===== src/design/qrs_pkg.sv =====
// qrs_pkg: shared constants, result codes and control struct for the quadratic root solver
// no dependencies

package qrs_pkg;

  localparam int COEF_WIDTH_DEF = 16;
  localparam int ROOT_FRAC_DEF  = 16;
  localparam int ROOT_WIDTH     = 32;
  localparam int KIND_WIDTH     = 3;

  localparam logic [KIND_WIDTH-1:0] KIND_NONE = 3'd0;
  localparam logic [KIND_WIDTH-1:0] KIND_INF  = 3'd1;
  localparam logic [KIND_WIDTH-1:0] KIND_LIN  = 3'd2;
  localparam logic [KIND_WIDTH-1:0] KIND_DBL  = 3'd3;
  localparam logic [KIND_WIDTH-1:0] KIND_TWO  = 3'd4;

  typedef struct packed {
    logic [KIND_WIDTH-1:0] kind;
    logic                  neg1;
    logic                  neg2;
  } ctl_t;

endpackage


===== src/design/qrs_sqrt_cell.sv =====
// qrs_sqrt_cell: one digit step of a pipelined floored square root, with pass-through payload
// depends on qrs_pkg

module qrs_sqrt_cell #(
  parameter int SW     = 17,
  parameter int SIDE_W = 48
) (
  input  logic                  clk,
  input  logic                  rst,
  input  logic                  up_valid,
  output logic                  up_ready,
  input  qrs_pkg::ctl_t         up_ctl,
  input  logic [SW:0]           up_rem,
  input  logic [SW-1:0]         up_root,
  input  logic [2*SW-1:0]       up_rad,
  input  logic [SIDE_W-1:0]     up_side,
  output logic                  dn_valid,
  input  logic                  dn_ready,
  output qrs_pkg::ctl_t         dn_ctl,
  output logic [SW:0]           dn_rem,
  output logic [SW-1:0]         dn_root,
  output logic [2*SW-1:0]       dn_rad,
  output logic [SIDE_W-1:0]     dn_side
);

  logic [SW+2:0] rem_sh;
  logic [SW+2:0] trial;
  logic          ge;
  logic [SW+2:0] rem_diff;

  assign rem_sh   = {up_rem, up_rad[2*SW-1 -: 2]};
  assign trial    = {1'b0, up_root, 2'b01};
  assign ge       = rem_sh >= trial;
  assign rem_diff = ge ? rem_sh - trial : rem_sh;
  assign up_ready = !dn_valid || dn_ready;

  always_ff @(posedge clk) begin
    if (rst) begin
      dn_valid <= 1'b0;
    end else if (up_ready) begin
      dn_valid <= up_valid;
    end
  end

  always_ff @(posedge clk) begin
    if (up_ready) begin
      dn_ctl  <= up_ctl;
      dn_rem  <= rem_diff[SW:0];
      dn_root <= {up_root[SW-2:0], ge};
      dn_rad  <= {up_rad[2*SW-3:0], 2'b00};
      dn_side <= up_side;
    end
  end

endmodule


===== config.mk =====
export PLATFORM = sky130hd
export DESIGN_NAME = qrs_sqrt_cell
export DESIGN_NICKNAME = d
export VERILOG_FILES = /design/src/design/qrs_pkg.sv /design/src/design/qrs_sqrt_cell.sv
export SDC_FILE = /design/constraint.sdc
export NUM_CORES = 1
export LEC_CHECK = 0
export BUFFER_PORTS_ARGS = -buffer_cell sky130_fd_sc_hd__buf_2
export CAP_MARGIN = 0
export CORE_ASPECT_RATIO = 1.75
export CORE_UTILIZATION = 30
export CTS_BUF_LIST = sky130_fd_sc_hd__clkbuf_8
export CTS_CLUSTER_DIAMETER = 50
export DETAILED_ROUTE_END_ITERATION = 10
export RECOVER_POWER = 50
export SYNTH_ARGS = -nofsm -noshare
export SYNTH_HDL_FRONTEND = slang
export SYNTH_SLANG_ARGS = --single-unit

===== constraint.sdc =====
create_clock -name clk -period 5.3 [get_ports clk]
set_input_delay 0.53 -clock clk [delete_from_list [all_inputs] [get_ports clk]]
set_output_delay 0.53 -clock clk [all_outputs]
set_load 0.05 [all_outputs]

==> impl_metrics.yaml <==
synth:
  yosys-top-cells-area: "edfxtp_1 72%, ha_1 4.8%, xnor2_1 2.3%"
  synthArstFlopShare_pct: 0
  synthTopCellsByCount: "120 x edfxtp_1, 24 x inv_1, 19 x ha_1"
  seq_area_frac_synth_pct: 72.5
  synth_edf_count: 120
  synth-warning-count: 0
  yosys.area.top_type: "edfxtp_1"
  syn-instance-count: 306
  syn_area_um2: 5000
  post-synth-top-count-cell: "edfxtp_1"
  synthFlopType: "edfxtp_1"
  avgSynthCellArea_um2: 16.3
  yosysTopAreaCellShare_pct: 72.1
  synth.lib_cells_used.distinct: 50
  ys_ff_latch: 121
timing:
  slew_viol_final: 51
  skew_ps: 9.08
  worst_pin_slew_ps: 2440
  fin_crit_ps: 3490
  finalCritPeriodShare_pct: 65.8
  rsz0062_at_grt: "no"
  timing.hold.ws_ps: 247
  setup_viol: 0
  max_slew_margin_pct: -62.9
  tns_ps: 0
  fmaxAchievable_ghz: 0.287
  hold_viol: 0
placed_design:
  dpl.hpwl_mm: 9.60
  gp_congestion: 0.768
  place_inst: 768
  io_buffers: 247
routing:
  drc_errors: 0
  via_count: 3524
  first_pass_iters: 4
  viasPerCell: 4.40
  ant_nets: 0
  wl_mm: 12.6
  wire_per_inst_um: 15.7
  drtIter0Drc: 142
clocking:
  cts_made_buffers: 17
  cts_max_path_buffers: 2
  cts.clk_slew.worst_paths_ps: 60
  postCtsSetupRepairBufs: 0
  clk_latency_ps: 440
  hold_buffers: 0
  cts_sinks: 121
  cts_tree: "yes"
  cts_htree_levels: 4
  cts_resized: 0
  cts-root-buf: "clkbuf_8"
floorplan:
  start_util_pct: 30.5
  fp-row-count: 62
  ios: 250
  core_um2: 16400
  dieArea_um2: 17200
  die_width_um: 99.6
  fp.dieH_um: 173
power:
  p_total_mw: 2.48
  power_density_nw_per_um2: 369
  p_comb_share_pct: 25.4
  power_frac_seq_pct: 47.2
  power_frac_clock_pct: 27.4
  switching_share_pct: 34.3
  switchingPower_mw: 0.852
  peakVddDrop_mv: 0.128
  power.internal_mw: 1.63
  p_leak_nw: 2.92
global_route:
  grt_pass1_vias: 3702
  overflow: 0
  grt_max_degree: 73
  grt_use_total_pct: 15.1
  antenna_found_initial: 1
  grt_pass1_wl_mm: 19.2
min_path:
  min_path_type: "in -> reg"
  min-delay-start: "rst"
  hold_depth: 2
  hold_end: "dn_valid$_SDFFE_PP0P_"
worst_setup_path:
  worstRegToRegCells: 2
  r2r-end: "dn_side[11]$_DFFE_PP_"
  r2r-start: "dn_valid$_SDFFE_PP0P_"
  critPathLaunchType: "flip-flop"
  crit_type: "reg -> out"
  r2r_slack_ps: 2480
  crit_path_end_kind: "output port"
  crit_required_ps: 4770
  worstPathMaxFanout: 51
  arrival_ps: 2960
finish:
  final_util_pct: 41.1
  layout.nets: 708
  register_area_um2: 3620
  drive_gt1_share_pct: 44.1
  multi_input_area_um2: 1200
  nFillCells: 1600
  area_growth_pct: 34.6
  final_cells: 801
outcome:
  status: "finished, violations left"
  violations: "max-capacitance violations, max-slew violations"
job:
  maxCapViolCount: 1
worst max path at each step:
| stage | cells after the start | slack [ps] | endpoint | startpoint |
|---|---|---|---|---|
| 6_report | 2 | 1810 | up_ready | dn_valid$_SDFFE_PP0P_ |
| 5_1_grt | 2 | 1520 | up_ready | dn_valid$_SDFFE_PP0P_ |
| 4_1_cts | 9 | 2390 | dn_rem[3]$_DFFE_PP_ | up_root[9] |
| 3_5_place_dp | 9 | 1910 | dn_rem[3]$_DFFE_PP_ | up_root[10] |
| 3_3_place_gp | 9 | 1970 | dn_rem[2]$_DFFE_PP_ | up_root[10] |
| 2_1_floorplan | 1 | 970 | up_ready | dn_ready |
power groups by stage:
stage	logic (mW)	registers, mW	clock network, mW
2_1_floorplan	0.170	1.50	0
5_1_grt	0.665	1.18	0.753
4_1_cts	0.645	1.17	0.716
6_report	0.631	1.17	0.680
3_3_place_gp	0.636	1.19	0
3_5_place_dp	0.643	1.19	0
registers in the layout, summed over array words and instances, names as in the netlist:
signal,count
dn_ctl,5
dn_rem,18
dn_root,17
dn_rad,32
dn_side,48
dn_valid,1
cell families after synthesis:
family / after synthesis / share of synthesized area, %
other: 1 / 0.0750
flip-flops: 121 / 72.5
multiplexers: 16 / 3.91
adder cells (fa/ha/maj): 19 / 4.76
buffers and inverters: 35 / 3.46
XOR/XNOR: 14 / 2.45
AND/OR/NAND/NOR: 45 / 4.83
AO/OA/AOI/OAI: 55 / 8.01
cells in the final DEF (no fill, tap or decap), types with 8 or more instances in the layout:
cell / netlist / final
a21oi_1: 14 / 14
buf_2: 3 / 205
clkbuf_1: 1 / 42
clkbuf_8: 0 / 17
edfxtp_1: 120 / 120
ha_1: 19 / 19
inv_1: 24 / 26
mux2_2: 8 / 8
nand2_1: 13 / 13
nor2_1: 9 / 9
xnor2_1: 13 / 13
through the flow:
step | setup WS (ps) | instance area (um^2)
2_1_floorplan | 974 | 5000
3_3_place_gp | 1970 | 6460
3_5_place_dp | 1910 | 6460
4_1_cts | 2390 | 6790
5_1_grt | 1520 | 6730
6_report | 1810 | 6730
final cells by class:
type	instances	share of cell area, %
Sequential cell	121	53.9
Antenna cell	1	0.0372
Clock buffer	17	3.48
Clock inverter	15	1.32
Timing Repair Buffer	248	17.9
Inverter	24	1.34
Multi-Input combinational cell	151	17.9
Tap cell	224	4.17
critical path: stages (launching register included):
cell      delay [ps]
dfxtp_1          310
nand2b_1        1650
buf_2            530
layer usage:
layer	GRT usage (%)	part of all wire (%)	up-vias
met5	0	0	-
met4	8.52	3.3	0
met3	4.97	6.9	28
met2	27.9	55	165
met1	14.2	34	1666
li1	-	-	1665
Note: power is estimated with default switching activity, not from simulation.
