[config.mk]
export PLATFORM = sky130hd
export DESIGN_NAME = qrs_div_cell
export DESIGN_NICKNAME = d
export VERILOG_FILES = /design/src/design/qrs_pkg.sv /design/src/design/qrs_div_cell.sv
export SDC_FILE = /design/constraint.sdc
export NUM_CORES = 1
export LEC_CHECK = 0
export ABC_AREA = 0
export ABC_CLOCK_PERIOD_IN_PS = 8020
export BUFFER_PORTS_ARGS = -buffer_cell sky130_fd_sc_hd__buf_2
export CAP_MARGIN = 20
export CORE_MARGIN = 2
export CORE_UTILIZATION = 35
export CTS_BUF_LIST = sky130_fd_sc_hd__clkbuf_16
export CTS_CLUSTER_DIAMETER = 30
export DETAILED_ROUTE_END_ITERATION = 16
export GPL_ROUTABILITY_DRIVEN = 0
export PLACE_DENSITY = 0.69
export SYNTH_ARGS = -nofsm -noshare
export SYNTH_HDL_FRONTEND = slang
export SYNTH_SLANG_ARGS = --single-unit
[constraint.sdc]
create_clock -name clk -period 8.02 [get_ports clk]
set_clock_uncertainty 0.15 [all_clocks]
set_input_delay 0.802 -clock clk [delete_from_list [all_inputs] [get_ports clk]]
set_output_delay 0.802 -clock clk [all_outputs]
set_load 0.05 [all_outputs]
[src/design/qrs_pkg.sv]
// qrs_pkg: shared constants, result codes and control struct for the quadratic root solver
// no dependencies

package qrs_pkg;

  localparam int COEF_WIDTH_DEF = 16;
  localparam int ROOT_FRAC_DEF  = 16;
  localparam int ROOT_WIDTH     = 32;
  localparam int KIND_WIDTH     = 3;

  localparam logic [KIND_WIDTH-1:0] KIND_NONE = 3'd0;
  localparam logic [KIND_WIDTH-1:0] KIND_INF  = 3'd1;
  localparam logic [KIND_WIDTH-1:0] KIND_LIN  = 3'd2;
  localparam logic [KIND_WIDTH-1:0] KIND_DBL  = 3'd3;
  localparam logic [KIND_WIDTH-1:0] KIND_TWO  = 3'd4;

  typedef struct packed {
    logic [KIND_WIDTH-1:0] kind;
    logic                  neg1;
    logic                  neg2;
  } ctl_t;

endpackage

[src/design/qrs_div_cell.sv]
// qrs_div_cell: one restoring quotient bit for two dividends sharing one divisor
// depends on qrs_pkg

module qrs_div_cell #(
  parameter int QW = 34,
  parameter int DW = 17
) (
  input  logic               clk,
  input  logic               rst,
  input  logic               up_valid,
  output logic               up_ready,
  input  qrs_pkg::ctl_t      up_ctl,
  input  logic [DW-1:0]      up_den,
  input  logic [1:0][DW-1:0] up_rem,
  input  logic [1:0][QW-1:0] up_x,
  output logic               dn_valid,
  input  logic               dn_ready,
  output qrs_pkg::ctl_t      dn_ctl,
  output logic [DW-1:0]      dn_den,
  output logic [1:0][DW-1:0] dn_rem,
  output logic [1:0][QW-1:0] dn_x
);

  logic [1:0][DW:0]   sh;
  logic [1:0]         ge;
  logic [1:0][DW:0]   diff;
  logic [1:0][QW-1:0] x_new;

  // dividend and quotient share one shifting register per lane; the remainder has its own
  always_comb begin
    for (int i = 0; i < 2; i++) begin
      sh[i]    = {up_rem[i], up_x[i][QW-1]};
      ge[i]    = sh[i] >= {1'b0, up_den};
      diff[i]  = ge[i] ? sh[i] - {1'b0, up_den} : sh[i];
      x_new[i] = {up_x[i][QW-2:0], ge[i]};
    end
  end

  assign up_ready = !dn_valid || dn_ready;

  always_ff @(posedge clk) begin
    if (rst) begin
      dn_valid <= 1'b0;
    end else if (up_ready) begin
      dn_valid <= up_valid;
    end
  end

  always_ff @(posedge clk) begin
    if (up_ready) begin
      dn_ctl    <= up_ctl;
      dn_den    <= up_den;
      dn_rem[0] <= diff[0][DW-1:0];
      dn_rem[1] <= diff[1][DW-1:0];
      dn_x      <= x_new;
    end
  end

endmodule

==> results of run 1 <==
-- cells in the mapped netlist, types with 3 or more instances --
master | count | area share, %
mux2_2 | 17 | 3.2
ha_1 | 34 | 7.0
or2_2 | 3 | 0.31
clkbuf_1 | 3 | 0.19
o21ai_0 | 16 | 1.3
nor2_1 | 15 | 0.93
xnor2_1 | 15 | 2.2
nand2b_1 | 3 | 0.31
a2111oi_0 | 3 | 0.43
a21o_1 | 15 | 1.9
xor2_1 | 4 | 0.58
o21a_1 | 10 | 1.2
and2_1 | 4 | 0.41
nand4_1 | 3 | 0.31
nor3_1 | 4 | 0.33
a31oi_1 | 3 | 0.31
buf_6 | 3 | 0.56
inv_1 | 25 | 1.6
nor2b_1 | 4 | 0.41
edfxtp_1 | 124 | 62
mux2_4 | 4 | 0.99
a211oi_1 | 4 | 0.50
buf_2 | 6 | 0.50
a21oi_1 | 26 | 2.2
and4_1 | 5 | 0.72
o31ai_1 | 6 | 0.75
nand3_1 | 11 | 0.91
nor3b_1 | 3 | 0.37
nand2_1 | 34 | 2.1
-- state kept, by name, summed over array words and instances (netlist names) --
register  count
dn_x         68
dn_den       17
dn_rem       34
dn_ctl        5
dn_valid      1
-- layer usage --
layer	track usage, %	vias to the layer above	part of all wire [%]
li1	-	2230	-
met1	20.1	2133	38
met2	32.0	189	52
met3	5.24	25	7.7
met4	6.94	6	1.6
met5	0	-	0.21
-- layout make-up --
| cell class | count | share of cell area [%] |
|---|---|---|
| tap | 225 | 3.46 |
| inverter | 27 | 1.28 |
| clock inverter | 14 | 2.05 |
| multi-input combinational | 281 | 26.2 |
| antenna | 4 | 0.123 |
| sequential | 125 | 46.0 |
| timing repair buffer | 254 | 15.7 |
| clock buffer | 17 | 5.23 |
-- worst max path at each step --
| stage | startpoint | end | slack (ps) |
|---|---|---|---|
| final | up_x[67] | dn_rem[31] | 4770 |
| after floorplan | dn_ready | up_ready | 2910 |
| after global placement | up_x[67] | dn_rem[26] | 4390 |
| after CTS | up_x[67] | dn_rem[31] | 4780 |
| after detailed placement | up_x[67] | dn_rem[31] | 4350 |
| after global routing | up_x[67] | dn_rem[29] | 4610 |
-- kinds of logic after synthesis --
logic type	Yosys count	synth area share, %
adder cells (fa/ha/maj)	36	7.70
buffers and inverters	39	2.96
XOR/XNOR	19	2.75
multiplexers	22	4.33
flip-flops	125	61.9
AND/OR/NAND/NOR	94	7.68
AO/OA/AOI/OAI	110	12.6
-- metrics by stage --
stage          utilization, %  power [W]  setup slack [ps]  instances  hold WS (ps)
2_1_floorplan               -    0.00126              2910        445           721
3_3_place_gp             44.0    0.00140              4390        912           812
3_5_place_dp             44.0    0.00140              4350        912           822
4_1_cts                  47.5    0.00217              4780        943           392
5_1_grt                  47.5    0.00224              4610        947           386
6_report                 47.5    0.00215              4770        947           408
-- report_power, final --
part / switching, W / internal, W
Sequential: 0.0000186 / 0.000803
Combinational: 0.000404 / 0.000159
Clock: 0.000281 / 0.000487
==> qor.txt, run 1 <==
CTS sink count: 125
H-tree Lvls: 4
CP Data Arrival Time: 3260 ps
commonest non-fill, non-tap cell in the layout: buf_2
largest net degree at the start of global routing: 81
cells on worst reg2reg path: 2
clock latency on the worst-skew pair: 400 ps
vias per inst: 4.84
Min-Delay Path Class: in -> reg
Setup CP Type: in -> reg
Lkg Pwr: 3.63 nW
initial core utilization: 35.3%
Worst R2R End: dn_rem[27]
Max Cap Viol: 0
Seq/Total Area, Yosys: 61.9%
leading cell types in the layout, fill and taps excluded: 253 x buf_2, 124 x edfxtp_1, 34 x nand2_1, 34 x ha_1, 26 x a21oi_1
CP most frequent cell: inv_1
Worst Path Required: 8030 ps
first-pass GRT wire length: 24100 µm
Post-synth EDFFs: 124
Initial DRC Count: 398
GR Util All Layers: 17.9%
Fillers: 1580
delay-heaviest family, CP: compound AO/OA/AOI/OAI gates
vias in the first global route: 4461
r2r setup slk: 5700 ps
CTS root buffer: clkbuf_16
Clock transition at path regs: 60 ps
DR pass1 iterations: 4
worst stage delay on the critical path: 440 ps
Hold Startpoint: rst
synthesized area: 6040 µm²
Final ANT Viol Nets: 0
reg2reg start: dn_valid
cell count after synthesis: 445
Multi-input gate area: 2130 µm²
final instance area: 8130 µm²
number of synthesis warnings: 0
Worst Hold Depth: 2
Reg area: 3740 µm²
Resize count post-CTS: 0
asr flop ratio synth: 0%
Synth Net Count: 609
area of placed instances: 7530 µm²
CTS Buffer Depth: 2
core area: 17100 µm²
die outline area: 18300 µm²
pwr dens: 265 nW/µm²
worst-path maximum fanout: 18
mean post-synth cell area: 13.6 µm²
Port-buffer cells: 253
fmax: 0.308 GHz
hold_buf cts: 0
fin crit share: 40.5%
GRT overflow: 0
Post-CTS Setup Bufs: 0
Hold Crit Endpoint: dn_valid
Final nets: 870
Setup violations, final: 0
Final Hold Vio Count: 0
initial antenna violation count: 7
routed len/inst: 17.6 µm
Slew headroom: 29.5%
post-synth cell types: 61
CTS Buf Count: 17
routed wire length: 16700 µm
Worst Path Buf+Inv: 4
row count: 48
Yosys reg bits: 125
layout cells sized above 1: 44.2%
CTS tree: done
Synth Flop Type: edfxtp_1
status: finished, final reports clean
post-route setup TNS: 0 ps
CP Launch Type: input pin
vias: 4583
IO Pins: 254
critical path depth: 11
unrepaired setup endpoints after global routing: false
Post-DP HPWL: 13200 µm
die width: 135 µm
crit path time final: 3250 ps
Layout area overhead: 34.6%
Worst path slowest cell: o21ai_4
final count of pins violating max slew: 0
Slew @ Worst Pin: 1060 ps
Die Ht: 135 µm
Crit. End Element: flip-flop
CP Cell Sequence: buf_2, inv_1, ha_1, inv_1, fa_1, a21o_1, and2_1, o31a_1, o21ai_4, inv_2, mux2_4
worst vdd ir: 143 µV
DRC: 0
Power figures use the tool's default switching activity.
==> inputs of run 2 (changes only) <==
ABC_AREA = 1   (was 0)
ABC_CLOCK_PERIOD_IN_PS = 3200   (was 8020)
PLACE_DENSITY = 0.68   (was 0.69)
clock period = 3.2 ns   (was 8.02 ns; I/O delays follow)
==> qor.txt, run 2 <==
status: finished, final reports clean
Layout area overhead: 46.3%
die width: 141 µm (+4.1%)
crit path time final: 2720 ps
synth top area cells: edfxtp_1 57%, nand2_1 15%, inv_1 6.8%
Die Ht: 141 µm (+4.1%)
leading cell types in the layout, fill and taps excluded: 263 x nand2_1, 253 x buf_2, 124 x edfxtp_1
Post-DP HPWL: 15300 µm (+16%)
Multi-input gate area: 2340 µm² (+9.8%)
vias per inst: 4.58 (-5.3%)
initial core utilization: 35.3% (about the same)
DRC: 0 (unchanged)
switching share of total power: 35.0% (+2.3 points)
internal power: 0.00358 W (+150%)
sequential share of power: 37.2% (-1.0 points)
Setup CP Type: in -> reg
row count: 50 (+4.2%)
worst vdd ir: 353 µV (+150%)
post-route setup TNS: 0 ps (unchanged)
Synth area leader: edfxtp_1
GR Util All Layers: 20.7% (+2.8 points)
Worst Path Required: 3220 ps (-4810 ps)
Max Cap Viol: 0 (unchanged)
mean post-synth cell area: 9.37 µm² (-31%)
Clock transition at path regs: 60 ps (about the same)
Initial DRC Count: 355 (-11%)
CTS tree: done
Largest Register: dn_x
cell count after synthesis: 701 (+58%)
Final nets: 1224 (+41%)
pwr dens: 573 nW/µm² (+120%)
Resize count post-CTS: 0 (unchanged)
max reg flops: 68 (unchanged)
largest registers: dn_x (68), dn_rem (34), dn_den (17)
fin crit share: 85.0%
Lkg Pwr: 4.96 nW (+37%)
worst-path maximum fanout: 18 (unchanged)
CTS root buffer: clkbuf_16
Seq/Total Area, Yosys: 57.0% (-4.9 points)
DR pass1 iterations: 5 (+1)
unrepaired setup endpoints after global routing: false
met2 WL post-DR: 10700 µm (+23%)
clock latency on the worst-skew pair: 420 ps (+20 ps)
wl on met1: 8420 µm (+31%)
Slew @ Worst Pin: 659 ps (-398 ps)
synthesized area: 6570 µm² (+8.6%)
met3 wire len: 1300 µm (+1.2%)
r2r setup slk: 1310 ps (-4390 ps)
Synth Net Count: 865 (+42%)
GRT overflow: 0 (unchanged)
core area: 18600 µm² (+8.6%)
Clock power frac: 35.5% (-0.2 points)
DR top layer: met5
largest net degree at the start of global routing: 87 (+7.4%)
post-synth cell types: 30 (-51%)
Min-Delay Path Class: in -> reg
initial antenna violation count: 4 (-3)
Fillers: 1675 (+6.0%)
layout cells sized above 1: 28.0% (-16 points)
Comb power frac: 27.3% (+1.2 points)
final count of pins violating max slew: 0 (unchanged)
CP Launch Type: input pin
Post-CTS Setup Bufs: 0 (unchanged)
CTS sink count: 125 (unchanged)
worst slack, placed: 610 ps (-3740 ps)
H-tree Lvls: 4 (unchanged)
die outline area: 19900 µm² (+8.3%)
most common cell in the netlist: nand2_1
fmax: 0.368 GHz
vias: 6005 (+31%)
Psw: 0.00193 W (+170%)
IO Pins: 254 (unchanged)
first-pass GRT wire length: 30900 µm (+28%)
vias in the first global route: 5900 (+32%)
Yosys top cell area share: 56.7% (-4.9 points)
most frequent cells after synthesis: 264 x nand2_1, 124 x edfxtp_1, 119 x inv_1
CP Data Arrival Time: 2740 ps (-520 ps)
Port-buffer cells: 253 (unchanged)
CTS Buf Count: 17 (unchanged)
routed len/inst: 15.9 µm (-10%)
routed wire length: 20800 µm (+25%)
Final ANT Viol Nets: 0 (unchanged)
Crit. End Element: flip-flop
Final Hold Vio Count: 0 (unchanged)
Setup violations, final: 0 (unchanged)
commonest non-fill, non-tap cell in the layout: nand2_1
asr flop ratio synth: 0% (unchanged)
Post-synth EDFFs: 124 (unchanged)
Yosys reg bits: 125 (unchanged)
Reg area: 3740 µm² (unchanged)
CTS Buffer Depth: 2 (unchanged)
number of synthesis warnings: 0 (unchanged)
Synth Flop Type: edfxtp_1
Final WS setup: 480 ps (-4290 ps)
Slew headroom: 56.0% (+27 points)
==> run 2: cell types whose count changed after synthesis, moves of 13 or more <==
cell     delta
nand3_1    +50
o21ai_0    -16
nand2_1   +230
inv_1      +94
a21o_1     -15
mux2_2     -17
xnor2_1    -13
==> run 2: per-stage QoR <==
stage | instances | hold WS (ps) | area, µm² | total power [W] | util, %
after floorplan | 701 | 239 | 6570 | 0.00312 | -
after global placement | 1185 | 330 | 8110 | 0.00348 | 43.6
after detailed placement | 1185 | 334 | 8110 | 0.00349 | 43.6
after CTS | 1307 | 59.7 | 9600 | 0.00553 | 51.7
after global routing | 1310 | 83.6 | 9610 | 0.00574 | 51.7
final | 1310 | 77.1 | 9610 | 0.00551 | 51.7
==> run 2: path summary, 6_finish.rpt <==
kind | depth (start not counted) | to | from
setup / recovery | 13 | dn_rem[12] | up_den[11]
setup reg to reg | 3 | dn_valid | dn_valid
hold reg to reg | 1 | dn_den[15] | dn_valid
hold / removal | 3 | dn_rem[17] | up_x[67]
==> run 2: area by class of cell <==
type | count | area share (%)
Sequential cell | 125 | 39.0
Multi-Input combinational cell | 451 | 24.3
Timing Repair Buffer | 346 | 22.8
Inverter | 119 | 4.65
Clock buffer | 17 | 4.43
Tap cell | 234 | 3.05
Clock inverter | 15 | 1.69
Antenna cell | 3 | 0.0782
==> run 2: cell families (layout without fill, tap and decap cells) <==
| family | count (synthesis) | in the layout | synth area share, % |
|---|---|---|---|
| simple gates | 379 | 379 | 24.7 |
| flops | 125 | 125 | 57.0 |
| buf+inv | 125 | 497 | 7.62 |
| fa+ha+maj | 36 | 36 | 7.09 |
| compound gates | 22 | 22 | 1.68 |
| xor+xnor | 14 | 14 | 1.87 |
| other cells | 0 | 3 | 0 |
==> run 2: timing repair <==
item                                   4_1_cts  5_1_grt
endpoints found under the hold margin       89        0
setup endpoints to repair                    0        0
hold buffers                                90        0
==> run 2: routing by layer <==
layer / GRT usage, % / vias to the layer above
met1: 24.3 / 2758
met4: 7.47 / 2
met5: 0 / -
met3: 4.69 / 25
met2: 37.2 / 231
li1: - / 2989
==> run 2: power by group through the flow <==
stage | logic, W | registers [W] | clock network, W
floorplan | 0.000447 | 0.00267 | 0
global placement | 0.00140 | 0.00208 | 0
detailed placement | 0.00141 | 0.00208 | 0
CTS | 0.00150 | 0.00205 | 0.00198
global route | 0.00162 | 0.00207 | 0.00205
finish | 0.00151 | 0.00205 | 0.00195
==> run 2: worst max-delay path: stages <==
cell	delay, ps
dlygate4sd3_1	550
buf_2	170
inv_1	80
ha_1	360
nand2_1	90
nand2_1	60
nand2_1	60
nand2_1	70
and3_1	170
nor2_4	420
nand2_8	190
nand2_1	120
nand2_1	60
